File: src/lpr_pkg.sv
// lpr_pkg: shared types and constants for the lru page replacement block
// no dependencies; imported by every module of the block
`default_nettype none

package lpr_pkg;

  // default geometry, handed down to the top level parameters as their defaults
  localparam int FRAMES_DEF    = 16;
  localparam int PAGE_BITS_DEF = 16;

  // fixed field widths
  localparam int PAGE_IN_W  = 16;
  localparam int CFG_W      = 5;
  localparam int IDX_OUT_W  = 4;
  localparam int FAULT_W    = 32;
  localparam int IN_TDATA_W = 16;
  localparam int OUT_TDATA_W = 40;

  localparam logic [CFG_W-1:0]   FRAME_COUNT_RST = 5'd16;
  localparam logic [FAULT_W-1:0] FAULT_MAX       = '1;

  typedef enum logic [1:0] {
    ST_IDLE,
    ST_LOOKUP,
    ST_UPDATE
  } lpr_state_t;

  typedef struct packed {
    logic load;    // capture the page of an accepted beat
    logic lookup;  // compare against all frames, pick the slot
    logic update;  // commit the slot, ranks, counter and result
    logic cfg_we;  // new frame count, flush all frames
  } lpr_cmd_t;

endpackage

`default_nettype wire

File: src/lpr_ctrl.sv
// lpr_ctrl: sequencer for one page reference (lookup, then update)
// depends on lpr_pkg; drives lpr_dp through lpr_cmd_t
`default_nettype none

module lpr_ctrl
  import lpr_pkg::*;
(
  input  wire logic clk,
  input  wire logic rst_n,
  input  wire logic in_tvalid,
  output logic      in_tready,
  output logic      out_tvalid,
  input  wire logic out_tready,
  input  wire logic cfg_valid,
  output logic      cfg_ready,
  output lpr_cmd_t  cmd
);

  lpr_state_t state_r, state_nxt;
  logic       out_valid_r, out_valid_nxt;
  logic       go;

  // result slot is free, or frees at this edge
  assign go = !out_valid_r || out_tready;

  always_comb begin
    state_nxt = state_r;
    unique case (state_r)
      ST_IDLE:   if (in_tvalid) state_nxt = ST_LOOKUP;
      ST_LOOKUP: state_nxt = ST_UPDATE;
      ST_UPDATE: begin
        if (go) state_nxt = in_tvalid ? ST_LOOKUP : ST_IDLE;
      end
      default:   state_nxt = ST_IDLE;
    endcase
  end

  always_comb begin
    in_tready  = 1'b0;
    cfg_ready  = 1'b0;
    cmd        = '0;
    unique case (state_r)
      ST_IDLE: begin
        in_tready = 1'b1;
        cfg_ready = 1'b1;
      end
      ST_LOOKUP: cmd.lookup = 1'b1;
      ST_UPDATE: begin
        // next beat enters while this one commits
        in_tready  = go;
        cmd.update = go;
      end
      default: ;
    endcase
    cmd.load   = in_tvalid && in_tready;
    cmd.cfg_we = cfg_valid && cfg_ready;
  end

  always_comb begin
    out_valid_nxt = out_valid_r;
    if (cmd.update) out_valid_nxt = 1'b1;
    else if (out_tready) out_valid_nxt = 1'b0;
  end

  always_ff @(posedge clk) begin
    if (!rst_n) begin
      state_r     <= ST_IDLE;
      out_valid_r <= 1'b0;
    end else begin
      state_r     <= state_nxt;
      out_valid_r <= out_valid_nxt;
    end
  end

  assign out_tvalid = out_valid_r;

endmodule

`default_nettype wire

File: src/lpr_dp.sv
// lpr_dp: frame table, recency ranks, fault counter and result register
// depends on lpr_pkg; commanded by lpr_ctrl
`default_nettype none

module lpr_dp
  import lpr_pkg::*;
#(
  parameter int FRAMES    = FRAMES_DEF,
  parameter int PAGE_BITS = PAGE_BITS_DEF
) (
  input  wire logic                 clk,
  input  wire logic                 rst_n,
  input  wire lpr_cmd_t             cmd,
  input  wire logic [PAGE_IN_W-1:0] page_number,
  input  wire logic [CFG_W-1:0]     cfg_data,
  output logic                      out_hit,
  output logic [IDX_OUT_W-1:0]      out_frame_index,
  output logic [FAULT_W-1:0]        out_fault_total
);

  localparam int IDX_W  = (FRAMES > 1) ? $clog2(FRAMES) : 1;
  localparam int RANK_W = IDX_W;
  localparam int KEEP_W = (PAGE_BITS < PAGE_IN_W) ? PAGE_BITS : PAGE_IN_W;

  logic [KEEP_W-1:0]  page_r;
  logic [KEEP_W-1:0]  frame_page_r [FRAMES];
  logic [FRAMES-1:0]  valid_r, valid_nxt;
  logic [RANK_W-1:0]  rank_r [FRAMES];
  logic [RANK_W-1:0]  rank_nxt [FRAMES];
  logic [CFG_W-1:0]   count_r;
  logic [FAULT_W-1:0] fault_r, fault_nxt;
  logic [IDX_W-1:0]   slot_r, slot_nxt;
  logic               hit_r;

  logic               out_hit_r;
  logic [IDX_OUT_W-1:0] out_idx_r;
  logic [FAULT_W-1:0] out_fault_r;

  logic [FRAMES-1:0]  in_use;
  logic [RANK_W-1:0]  rank_last;
  logic               hit_found, empty_found;
  logic [IDX_W-1:0]   hit_idx, empty_idx, lru_idx;
  logic [RANK_W-1:0]  rank_sel;

  // frames below the clamped count are in use; rank of the lru frame is count-1
  always_comb begin
    for (int i = 0; i < FRAMES; i++) begin
      in_use[i] = (i < 32'(count_r)) || (i == 0);
    end
    if (count_r == '0) rank_last = '0;
    else if (32'(count_r) > FRAMES) rank_last = RANK_W'(FRAMES - 1);
    else rank_last = RANK_W'(32'(count_r) - 1);
  end

  // parallel compare, lowest frame wins
  always_comb begin
    hit_found   = 1'b0;
    empty_found = 1'b0;
    hit_idx     = '0;
    empty_idx   = '0;
    lru_idx     = '0;
    for (int i = FRAMES - 1; i >= 0; i--) begin
      if (in_use[i] && valid_r[i] && frame_page_r[i] == page_r) begin
        hit_found = 1'b1;
        hit_idx   = IDX_W'(i);
      end
      if (in_use[i] && !valid_r[i]) begin
        empty_found = 1'b1;
        empty_idx   = IDX_W'(i);
      end
      // ranks of a full table are a permutation, so this match is unique
      if (in_use[i] && valid_r[i] && rank_r[i] == rank_last) lru_idx = IDX_W'(i);
    end
    if (hit_found) slot_nxt = hit_idx;
    else if (empty_found) slot_nxt = empty_idx;
    else slot_nxt = lru_idx;
  end

  // promote the chosen slot; on a fault every other valid frame ages, on a hit only those more recent than it
  always_comb begin
    rank_sel = rank_r[slot_r];
    for (int i = 0; i < FRAMES; i++) begin
      valid_nxt[i] = valid_r[i];
      rank_nxt[i]  = rank_r[i];
      if (IDX_W'(i) == slot_r) begin
        valid_nxt[i] = 1'b1;
        rank_nxt[i]  = '0;
      end else if (valid_r[i] && (!hit_r || rank_r[i] < rank_sel)) begin
        rank_nxt[i] = rank_r[i] + 1'b1;
      end
    end
    fault_nxt = fault_r;
    if (!hit_r && fault_r != FAULT_MAX) fault_nxt = fault_r + 1'b1;
  end

  always_ff @(posedge clk) begin
    if (!rst_n) begin
      count_r <= FRAME_COUNT_RST;
      fault_r <= '0;
      valid_r <= '0;
      for (int i = 0; i < FRAMES; i++) rank_r[i] <= '0;
    end else if (cmd.cfg_we) begin
      count_r <= cfg_data;
      valid_r <= '0;
      for (int i = 0; i < FRAMES; i++) rank_r[i] <= '0;
    end else if (cmd.update) begin
      fault_r <= fault_nxt;
      valid_r <= valid_nxt;
      for (int i = 0; i < FRAMES; i++) rank_r[i] <= rank_nxt[i];
    end
  end

  always_ff @(posedge clk) begin
    if (cmd.load) page_r <= page_number[KEEP_W-1:0];
    if (cmd.lookup) begin
      slot_r <= slot_nxt;
      hit_r  <= hit_found;
    end
    if (cmd.update) begin
      if (!hit_r) frame_page_r[slot_r] <= page_r;
      out_hit_r   <= hit_r;
      out_idx_r   <= IDX_OUT_W'(slot_r);
      out_fault_r <= fault_nxt;
    end
  end

  assign out_hit         = out_hit_r;
  assign out_frame_index = out_idx_r;
  assign out_fault_total = out_fault_r;

endmodule

`default_nettype wire

File: src/lru_page_replacement_top.sv
// lru_page_replacement_top: lru page replacement over a parallel-compare frame table
// depends on lpr_pkg, lpr_ctrl, lpr_dp
//
//   channel | dir | handshake            | payload
//   in_     | in  | in_tvalid/in_tready  | tdata[15:0] page_number
//   out_    | out | out_tvalid/out_tready| tuser hit; tdata frame_index, fault_total
//   cfg_    | in  | cfg_valid/cfg_ready  | cfg_data frame_count (flushes all frames)
//
// each reference passes through a compare state over every frame in parallel,
// then a commit state that updates ranks, page and fault counter
// back to back, the next reference is accepted while the current one commits
// the result sits in an output register; the commit state stalls while it is full and not taken
// synchronous active-low reset empties all frames, frame count 16, fault total 0
`default_nettype none

module lru_page_replacement_top
  import lpr_pkg::*;
#(
  parameter int FRAMES    = FRAMES_DEF,
  parameter int PAGE_BITS = PAGE_BITS_DEF
) (
  input  wire logic                   clk,
  input  wire logic                   rst_n,
  input  wire logic                   in_tvalid,
  output logic                        in_tready,
  input  wire logic [IN_TDATA_W-1:0]  in_tdata,   // [15:0] page_number
  output logic                        out_tvalid,
  input  wire logic                   out_tready,
  output logic [OUT_TDATA_W-1:0]      out_tdata,  // [3:0] frame_index, [35:4] fault_total
  output logic                        out_tuser,  // [0] hit
  input  wire logic                   cfg_valid,
  output logic                        cfg_ready,
  input  wire logic [CFG_W-1:0]       cfg_data    // frame_count
);

  lpr_cmd_t             cmd;
  logic                 hit;
  logic [IDX_OUT_W-1:0] frame_index;
  logic [FAULT_W-1:0]   fault_total;

  lpr_ctrl u_ctrl (
    .clk        (clk),
    .rst_n      (rst_n),
    .in_tvalid  (in_tvalid),
    .in_tready  (in_tready),
    .out_tvalid (out_tvalid),
    .out_tready (out_tready),
    .cfg_valid  (cfg_valid),
    .cfg_ready  (cfg_ready),
    .cmd        (cmd)
  );

  lpr_dp #(
    .FRAMES    (FRAMES),
    .PAGE_BITS (PAGE_BITS)
  ) u_dp (
    .clk             (clk),
    .rst_n           (rst_n),
    .cmd             (cmd),
    .page_number     (in_tdata[PAGE_IN_W-1:0]),
    .cfg_data        (cfg_data),
    .out_hit         (hit),
    .out_frame_index (frame_index),
    .out_fault_total (fault_total)
  );

  assign out_tuser = hit;
  assign out_tdata = {{(OUT_TDATA_W - FAULT_W - IDX_OUT_W){1'b0}}, fault_total, frame_index};

endmodule

`default_nettype wire

File: config.mk
export PLATFORM = sky130hd
export DESIGN_NAME = lru_page_replacement_top
export DESIGN_NICKNAME = d
export VERILOG_FILES = /design/src/lpr_pkg.sv /design/src/lpr_ctrl.sv /design/src/lpr_dp.sv /design/src/lru_page_replacement_top.sv
export SDC_FILE = /design/constraint.sdc
export NUM_CORES = 1
export LEC_CHECK = 0
export BUFFER_PORTS_ARGS = -buffer_cell sky130_fd_sc_hd__buf_2
export CAP_MARGIN = 20
export CORE_MARGIN = 2
export CORE_UTILIZATION = 60
export DETAILED_ROUTE_END_ITERATION = 10
export HOLD_SLACK_MARGIN = 0.12
export PLACE_DENSITY = 0.75
export SLEW_MARGIN = 10
export SYNTH_ARGS = -nofsm -noshare
export SYNTH_HDL_FRONTEND = slang
export SYNTH_SLANG_ARGS = --single-unit
File: constraint.sdc
create_clock -name clk -period 7.9 [get_ports clk]
set_clock_uncertainty 0.15 [all_clocks]
set_input_delay 1.58 -clock clk [delete_from_list [all_inputs] [get_ports clk]]
set_output_delay 1.58 -clock clk [all_outputs]
set_load 0.03 [all_outputs]
# Word-level counts from Yosys, hierarchy flattened
# Memory sizes are Yosys's and may differ from the RTL's. A register that Yosys moved wholly into a read port is not among the register bits.
# Cells that the tools add are included.
# Widths: inputs -> output; s select.
[classes]
n_reduce_logical = 138
mul = 0
order_cmp = 32
mux = 171
addsub = 18
shifts = 0
n_div = 0
eq_ne = 52
bitwise_logic = 34
[op_table]
columns = ["cell", "count"]
rows = [
  ["$mux 4", 117],
  ["$eq 16x16->1", 16],
  ["$logic_and 1x1->1", 81],
  ["$add 4x1->4 const B", 16],
  ["$eq 4x4->1", 16],
  ["$lt 4x4->1", 16],
  ["$mux 1", 49],
  ["$lt 4x5->1 const A", 8],
  ["$reduce_and 2->1", 18],
  ["$add 32x1->32 const B", 1],
  ["$eq 4x4->1 const A", 8],
  ["$mux 32", 1],
  ["$ne 32x32->1 const B", 1],
  ["$or 1x1->1", 32],
  ["$lt 3x5->1 const A", 4],
  ["$logic_not 1->1", 17],
  ["$logic_or 1x1->1", 17],
  ["$eq 3x4->1 const A", 4],
  ["$lt 2x5->1 const A", 2],
  ["$eq 2x4->1 const A", 2],
  ["$pmux 2 s3", 1],
  ["$gt 5x5->1 const B", 1],
  ["$logic_not 5->1", 1],
  ["$lt 1x5->1 const A", 1],
  ["13 further kinds", 15],
]
[word_totals]
output_inout_bits = 44
latchBits = 0
in_bits = 26
romBits = 0
elab_cells = 473
ram_bits = 320
reg_bits = 114
n_memories = 2
[memory_table]
columns = ["name", "depth", "width", "rd", "rd_ports_with_merged_regs", "write_ports", "line", "text"]
rows = [
  ["u_dp.frame_page_r", 16, 16, 16, 0, 1, "lpr_dp.sv:26", "logic [KEEP_W-1:0] frame_page_r [FRAMES];"],
  ["u_dp.rank_r", 16, 4, 17, 1, 16, "lpr_dp.sv:28", "logic [RANK_W-1:0] rank_r [FRAMES];"],
]

# Depth between registers and ports, before layout
# Gate-level depths: netlist of run 1.
[depth]
depth_word = 24
ltp_mapped = 13
depth_no_buf = 11

# Hierarchy
# A second synthesis of run 1 with hierarchy kept.
[hier_totals]
hier_cells = 1937
area_unflattened_um2 = 22937.0
[by_module_without_submodules]
columns = ["module", "seq_area_each_um2", "cells_per_inst", "area_each_um2", "n_inst"]
rows = [
  ["lpr_dp", 12451.9, 1914, 22723.0, 1],
  ["lpr_ctrl", 60.1, 18, 180.2, 1],
  ["lru_page_replacement_top", 0.0, 5, 33.8, 1],
]

# Worst setup path before layout of run 1
# Ideal clock, no wire load.
[synth_timing]
kind = "input port to flip-flop"
startpoint = "input port out_tready"
endpoint = "memory u_dp.rank_r[10][0] in the netlist's numbering (enable)"
setup_ns = 0.329
t_required_ns = 7.421
setup_slack_ns = 3.503
path_stages = 7
path_buffers = 2
t_arrival_ns = 3.918
path_cell_list = "nand2b_1 nand2b_1 inv_1 clkbuf_1 nor2_1 clkbuf_1 nor2_1"
[synth_rtl]
columns = ["element", "line", "text"]
rows = [
  ["start, declared", "lru_page_replacement_top.sv:28", "input wire logic out_tready,"],
  ["end, declared", "lpr_dp.sv:28", ""],
]

# Final worst setup path of run 1
[layout_timing]
startpoint = "register u_dp.count_r[4]"
endpoint = "register u_dp.slot_r[0] (data pin)"
[layout_between]
elab_chain_len = 23
elab_cells_between_ends = 178
cone_classes = "order compare: 16; eq/ne: 16; mux: 84; reduce/logical: 62"
[layout_rtl]
columns = ["element", "line", "text"]
rows = [
  ["start, declared", "lpr_dp.sv:30", "logic [CFG_W-1:0] count_r;"],
  ["start signal, assigned", "lpr_dp.sv:103", "count_r <= cfg_data;"],
  ["$gt 5x5->1", "lpr_dp.sv:51", "else if (32'(count_r) > FRAMES) rank_last = RANK_W'(FRAMES - 1);"],
  ["$mux 4", "lpr_dp.sv:51", ""],
  ["$mux 4", "lpr_dp.sv:50", "if (count_r == '0) rank_last = '0;"],
  ["$eq 4x4->1", "lpr_dp.sv:72", "if (in_use[i] && valid_r[i] && rank_r[i] == rank_last) lru_idx = IDX_W'(i);"],
  ["$logic_and 1x1->1", "lpr_dp.sv:72", ""],
  ["$mux 4 (16 in series)", "lpr_dp.sv:72", ""],
  ["$mux 4", "lpr_dp.sv:75", "else if (empty_found) slot_nxt = empty_idx;"],
  ["$mux 4 (*)", "lpr_dp.sv:74", "if (hit_found) slot_nxt = hit_idx;"],
  ["named net u_dp.slot_nxt[0]", "lpr_dp.sv:32", "logic [IDX_W-1:0] slot_r, slot_nxt;"],
  ["end signal, assigned", "lpr_dp.sv:116", "slot_r <= slot_nxt;"],
  ["end, declared", "lpr_dp.sv:32", ""],
]
# The timed path passes the listed nets; every way through them passes the cells marked *.
# A chain may end at the register's enable or synchronous reset.

==> results.yml, run 1 <==
synth:
  post-synth-top-area-cell: "edfxtp_1"
  post_synth.cell_area_avg_um2: 11.89
  syn-instance-count: 1923
  post_synth_and_or_nand_nor_area_fraction_pct: 14.57
  yosys_most_used_dff: "edfxtp_1"
  synth_edf_count: 374
  ys_ff_latch: 438
  yosysMostFrequentCell: "edfxtp_1"
  synth_top_cells_by_area: "edfxtp_1 (49%), xor2_1 (8.2%), xnor2_1 (6.7%)"
  synth_compound_gate_area_share_pct: 7.483
  yosys.area.top_type_share_pct: 49.14
  yosysUniqueCellTypes: 90
  synth_fa_ha_area_share_pct: 3.668
  synth_top_family_by_area: "XOR/XNOR gates"
  ys_async_sr_fraction_pct: 0
  share_of_cell_area_taken_by_muxes_after_synthesis_pct: 2.277
  seq_area_frac_synth_pct: 54.74
  area_of_the_mapped_netlist_um2: 22860
  synth_top_cells_by_count: "edfxtp_1 (374), xor2_1 (213), nor2_1 (184), xnor2_1 (176), nand2_1 (90)"
  yosys.area_share.xor_xnor_pct: 14.98
  ys.warnings.count: 0
worst_setup_path:
  r2r.worst_path.cells: 8
  rr_startpoint: "u_dp.count_r[4]$_SDFFE_PN1P_"
  kind_of_start_point_of_the_critical_path: "flop"
  timing.critical_path.to_type: "flop"
  max_stage_delay_ns: 0.99
  cp_data_arrival_time_ns: 4.73
  reg_to_reg_end: "u_dp.slot_r[0]$_DFFE_PN_"
  worstPathMaxFanout: 27
  path_cells: "nor2_1, or3b_1, or4_1, nor4_1, a211oi_1, a221oi_1, o211a_1, a21bo_1"
  critPathKind: "reg2reg"
  timing.critical_path.slowest_stage_cell: "dfxtp_1"
  r2r_setup_slack_ns: 3.36
  required_time_at_the_endpoint_of_the_critical_path_ns: 8.09
clock_tree:
  ctsResizeCount: 0
  cts-hold-fix-buffers: 0
  clkSlewWorstSetupHoldPaths_ns: 0.06
  cts.path.max_buffers: 3
  numCtsBuffers: 45
  cts_htree_levels: 2
  root_buffer: "clkbuf_16"
  clock-sinks: 438
  cts_setup_buffers: 0
  clock_latency_ns: 0.58
  tritoncts: "done"
drt:
  met2_length_mm: 26.79
  drcViolationCount: 0
  post_drt_wl_per_cell_um: 21.81
  num_vias: 15600
  dr_wl_met3_mm: 4.139
  topRoutingLayerUsed: "met4"
  first_pass_detailed_route_iteration_total: 7
  antenna_violating_nets_post_route: 0
  route.detailed.vias_per_inst: 6.148
  drtIter0Drc: 1211
  routedLengthMet1_mm: 22.52
  routed_wirelength_mm: 55.33
min_path:
  worst_hold_path.endpoint: "u_ctrl.out_tvalid$_SDFFE_PN0P_"
  holdPathStages: 2
  hold_path_class: "reg2reg"
  hold_path_startpoint: "u_ctrl.out_tvalid$_SDFFE_PN0P_"
placed_design:
  portBuffers: 65
  gp_congestion: 0.9134
  dp_slack_ns: 2.798
  place_hpwl_mm: 36.67
floorplan:
  design.die.area_um2: 39670
  ioPinCount: 70
  die_height_um: 199.2
  std_cell_rows: 71
  starting_density_of_the_core_pct: 60.82
  floorplan.core_area_um2: 37580
  die_x_um: 199.2
timing:
  setup_viol: 0
  number_of_endpoints_with_negative_hold_slack_in_the_final_report: 0
  fin_setup_tns_ns: 0
  final_critical_path_setup_slack_ns: 3.363
  clock_period_minus_worst_slack_ns: 4.537
  final-max-slew-violation-count: 0
  fmaxAchievable_mhz: 220.4
  min_period_over_period_pct: 57.43
  max-slew-margin-rel_pct: 29.38
  timing_worst_slew_pin_value_ns: 1.048
  rsz0062_at_grt: "false"
global_route:
  antenna_violations_before_repair: 0
  grt_pass1_wl_mm: 85.44
  grt_overflow_total: 0
  maximum_number_of_pins_on_one_net_before_global_route_repair: 51
  grt.total_usage_pct: 28.49
  first_global_vias: 15320
layout:
  antenna_cells: 0
  final_net_count: 2086
  post_route_cells_drive_above_1_share_pct: 11.06
  area_growth_syn_to_layout_pct: 10.46
power_and_ir_drop:
  power.leakage_nw: 8.815
  peakVddDrop_mv: 0.2109
  p_per_area_nw_per_um2: 210.4
run_status:
  status: "complete, no violations"
job:
  drv.max_cap_violation_count: 0
layout make-up:
type                       instances  area [µm²]
inverter                          36       135.1
clock inverter                    20       214.0
multi-input combinational       1368        9862
sequential                       438       12510
tap                              511       639.4
timing repair buffer             104       619.3
fill                            2745       12330
clock buffer                      60        1265
routing by layer:
layer / vias up / global-route usage (%)
li1: 7169 / -
met1: 7705 / 36.99
met2: 599 / 47.74
met3: 124 / 4.844
met4: 0 / 11.50
met5: - / 0
kinds of logic after synthesis:
family | count (synthesis)
multiplexers | 28
buffers and inverters | 120
AND/OR/NAND/NOR | 634
flip-flops | 438
other | 1
AO/OA/AOI/OAI | 245
XOR/XNOR | 390
adder cells (fa/ha/maj) | 67
flip-flops by register name, summed over array words and instances (netlist names), named ones only:
signal / flops
u_dp.count_r: 5
u_dp.fault_r: 32
u_dp.out_hit: 1
u_dp.out_fault_total: 32
u_ctrl.state_r: 2
u_ctrl.out_tvalid: 1
u_dp.valid_r: 16
u_dp.out_frame_index: 4
u_dp.frame_page_r: 256
u_dp.slot_r: 4
u_dp.rank_r: 64
u_dp.hit_r: 1
u_dp.page_r: 16
through the flow:
step           area (µm²)  hold WS [ns]  utilization, %  cells  power [mW]
6_report            25250        0.3720           67.19   2537       5.311
5_1_grt             25250        0.4053           67.19   2537       5.488
4_1_cts             25230        0.3758           67.15   2535       5.334
3_5_place_dp        23750        0.3629           63.21   2455       3.227
3_3_place_gp        23730        0.3556           63.16   2453       3.201
2_1_floorplan       22870        0.3184               -   1926       3.069
layout by cell type (no fill, tap or decap), drive strengths merged, types with 61 or more instances in the layout:
| master | synthesis | layout |
|---|---|---|
| buf | 30 | 103 |
| clkbuf | 54 | 61 |
| dfxtp | 64 | 64 |
| edfxtp | 374 | 374 |
| ha | 67 | 67 |
| nand2 | 90 | 90 |
| nor2 | 184 | 184 |
| nor4 | 73 | 73 |
| xnor2 | 176 | 176 |
| xor2 | 214 | 214 |
worst max-delay path by stage:
stage	start	endpoint	slack [ns]	cells after the start
after floorplan	out_tready	u_dp.rank_r[10][0]$_SDFFCE_PP0P_	3.50	7
after global placement	out_tready	u_dp.rank_r[5][1]$_SDFFCE_PP0P_	2.86	8
after detailed placement	out_tready	u_dp.rank_r[2][0]$_SDFFCE_PP0P_	2.80	8
after CTS	flop	u_dp.rank_r[0][3]$_SDFFE_PP0P_	3.36	11
after global routing	out_tready	u_dp.rank_r[1][0]$_SDFFCE_PP0P_	3.02	8
final	u_dp.count_r[4]$_SDFFE_PN1P_	u_dp.slot_r[0]$_DFFE_PN_	3.36	8
report_power, final:
part	internal (mW)	total [mW]	switching, mW
combinational	0.222	0.552	0.330
clock	1.26	2.12	0.868
sequential	2.55	2.64	0.0827
worst max-delay path: cells and delay by family (launching register included):
kind             cells  cell delay [ns]
AND/OR/NAND/NOR      4             2.19
flip-flops           1             0.99
AO/OA/AOI/OAI        4             0.96
Power figures use the tool's default switching activity.
==> run 2: changes to the inputs <==
clock period = 4.2 ns   (was 7.9 ns; I/O delays follow)
==> run 2 against run 1 <==
Effect of this change:
- final area rose by 1.1%
- largest cell class unchanged
- largest power group unchanged
- clock power rose by 83%
- highest routed layer unchanged
- critical path type unchanged
- setup slack got worse by 3.0 ns
- critical endpoint is now u_dp.rank_r[6][3]$_SDFFCE_PP0P_
- wire length rose by 4.1%
==> results.yml, run 2 (synthesis gave the netlist of run 1 again) <==
run_status:
  status: "complete, no violations"
global_route:
  maximum_number_of_pins_on_one_net_before_global_route_repair: 50
  grt_pass1_wl_mm: 88.62
  antenna_violations_before_repair: 2
  first_global_vias: 15380
  grt.total_usage_pct: 29.69
  grt_overflow_total: 0
timing:
  setup_viol: 0
  final_critical_path_setup_slack_ns: 0.3415
  fmaxAchievable_mhz: 259.2
  number_of_endpoints_with_negative_hold_slack_in_the_final_report: 0
  fin_setup_tns_ns: 0
  clock_period_minus_worst_slack_ns: 3.858
  hold_slack_ns: 0.2530
  rsz0062_at_grt: "false"
  min_period_over_period_pct: 91.87
  timing_worst_slew_pin_value_ns: 1.009
  final-max-slew-violation-count: 0
  max-slew-margin-rel_pct: 32.71
layout:
  seq_area_um2: 12510
  final_util_pct: 67.93
  largest_reg_flops: 256
  most_common_cell_after_layout_fill_and_taps_aside: "edfxtp_1"
  commonest_non_fill_non_tap_cells_in_the_layout: "edfxtp_1 (374), xor2_1 (213), nor2_1 (184), xnor2_1 (176), nand2_1 (90)"
  post_route_cells_drive_above_1_share_pct: 12.18
  design_area_um2: 25520
  area_growth_syn_to_layout_pct: 11.68
  multi_input_area_um2: 9857
  final_net_count: 2125
  registers.top_by_ff_count: "u_dp.frame_page_r"
  top_registers: "u_dp.frame_page_r x256, u_dp.rank_r x64"
  final_cells: 2582
  filler_cell_count: 2761
drt:
  drcViolationCount: 0
  first_pass_detailed_route_iteration_total: 5
  antenna_violating_nets_post_route: 0
  routed_wirelength_mm: 57.61
  post_drt_wl_per_cell_um: 22.31
  drtIter0Drc: 1285
  route.detailed.vias_per_inst: 6.072
  num_vias: 15680
worst_setup_path:
  r2r_setup_slack_ns: 0.34
  r2r.worst_path.cells: 11
  timing.critical_path.to_type: "flop"
  critPathTopFamily: "multiplexers"
  max_stage_delay_ns: 0.63
  worstPathMaxFanout: 10
  cp_data_arrival_time_ns: 3.97
  critPathMostFrequentCell: "o21a_1"
  timing.critical_path.slowest_stage_cell: "dfxtp_1"
  reg_to_reg_end: "u_dp.rank_r[6][3]$_SDFFCE_PP0P_"
  crit_path_end: "u_dp.rank_r[6][3]$_SDFFCE_PP0P_"
  critPathKind: "reg2reg"
  worstPathBufferInverterCount: 2
  worst-path-stages: 11
  required_time_at_the_endpoint_of_the_critical_path_ns: 4.31
  kind_of_start_point_of_the_critical_path: "flop"
  path_cells: "mux4_2, mux4_2, inv_1, buf_4, ha_1, o21a_1, o21a_1, o21a_1, o21ai_0, a21oi_1, nor2_1"
clock_tree:
  cts.path.max_buffers: 3
  tritoncts: "done"
  numCtsBuffers: 46
  ctsResizeCount: 0
  clock-sinks: 438
  cts-hold-fix-buffers: 0
  clock_latency_ns: 0.61
  root_buffer: "clkbuf_16"
  cts_htree_levels: 2
  cts_setup_buffers: 0
  clkSlewWorstSetupHoldPaths_ns: 0.06
placed_design:
  portBuffers: 65
  post_dp_cell_area_um2: 24070
  place_hpwl_mm: 39.86
  dpl.cell_count: 2495
  gp_congestion: 0.9061
  dp_slack_ns: 0.3529
floorplan:
  die_height_um: 199.2
  std_cell_rows: 71
  ioPinCount: 70
  floorplan.core_area_um2: 37580
  die_x_um: 199.2
  design.die.area_um2: 39670
  starting_density_of_the_core_pct: 60.82
job:
  drv.max_cap_violation_count: 0
power_and_ir_drop:
  comb_power_share_pct: 10.8
  final_total_pwr_mw: 9.926
  power.leakage_nw: 8.978
  power.share.sequential_pct: 50.0
  cell_int_power_mw: 7.460
  switching_share_pct: 24.84
  p_switching_mw: 2.466
  p_per_area_nw_per_um2: 388.9
  power.clock.fraction_pct: 39.2
  peakVddDrop_mv: 0.3854
min_path:
  hold_path_class: "in2reg"
run 2: changes by cell type in the layout (fill, tap and decap cells not counted), sizes merged:
cell      before  now
inv           37   36
bufinv         4    2
buf          103  142
diode          0    2
clkbuf        61   69
clkinvlp       1    0
run 2: cell type report:
cell class | instances | share of cell area (%)
flip-flops and latches | 438 | 49.02
multi-input cells | 1368 | 38.62
clock buffers | 69 | 4.926
repair buffers | 142 | 3.637
well taps | 511 | 2.505
clock inverters | 16 | 0.7451
inverters | 36 | 0.5294
diodes | 2 | 0.01961
run 2: power by group through the flow:
| stage | sequential [mW] | clock (mW) | combinational (mW) |
|---|---|---|---|
| 2_1_floorplan | 4.99 | 0 | 0.781 |
| 3_3_place_gp | 5.04 | 0 | 1.02 |
| 3_5_place_dp | 5.05 | 0 | 1.06 |
| 4_1_cts | 4.96 | 3.94 | 1.07 |
| 5_1_grt | 4.97 | 4.12 | 1.18 |
| 6_report | 4.96 | 3.89 | 1.07 |
run 2: how the worst min path moves through the flow:
stage                                  start                                 to  slack [ns]  cells past startpoint
2_1_floorplan  u_dp.valid_r[12]$_SDFFE_PP0P_      u_dp.valid_r[12]$_SDFFE_PP0P_        0.32                      2
3_3_place_gp        u_dp.page_r[5]$_DFFE_PP_  u_dp.frame_page_r[8][5]$_DFFE_PP_        0.35                      0
3_5_place_dp        u_dp.page_r[5]$_DFFE_PP_  u_dp.frame_page_r[8][5]$_DFFE_PP_        0.36                      0
4_1_cts                          in_tdata[2]           u_dp.page_r[2]$_DFFE_PP_        0.23                      1
5_1_grt                          in_tdata[1]           u_dp.page_r[1]$_DFFE_PP_        0.24                      1
6_report                         in_tdata[1]           u_dp.page_r[1]$_DFFE_PP_        0.25                      1
run 2: per-layer routing:
metal	GRT usage (%)	up-vias	wire length [µm]
met5	0	-	0
met4	13.65	0	2282
met3	3.983	136	3397
met2	49.39	572	27840
met1	38.90	7736	24090
li1	-	7235	-
run 2: worst register-to-register path, stage by stage, from the launching register on:
cell,delay [ns]
dfxtp_1,0.63
mux4_2,0.59
mux4_2,0.46
inv_1,0.23
buf_4,0.25
ha_1,0.25
o21a_1,0.11
o21a_1,0.16
o21a_1,0.16
o21ai_0,0.17
a21oi_1,0.09
nor2_1,0.29
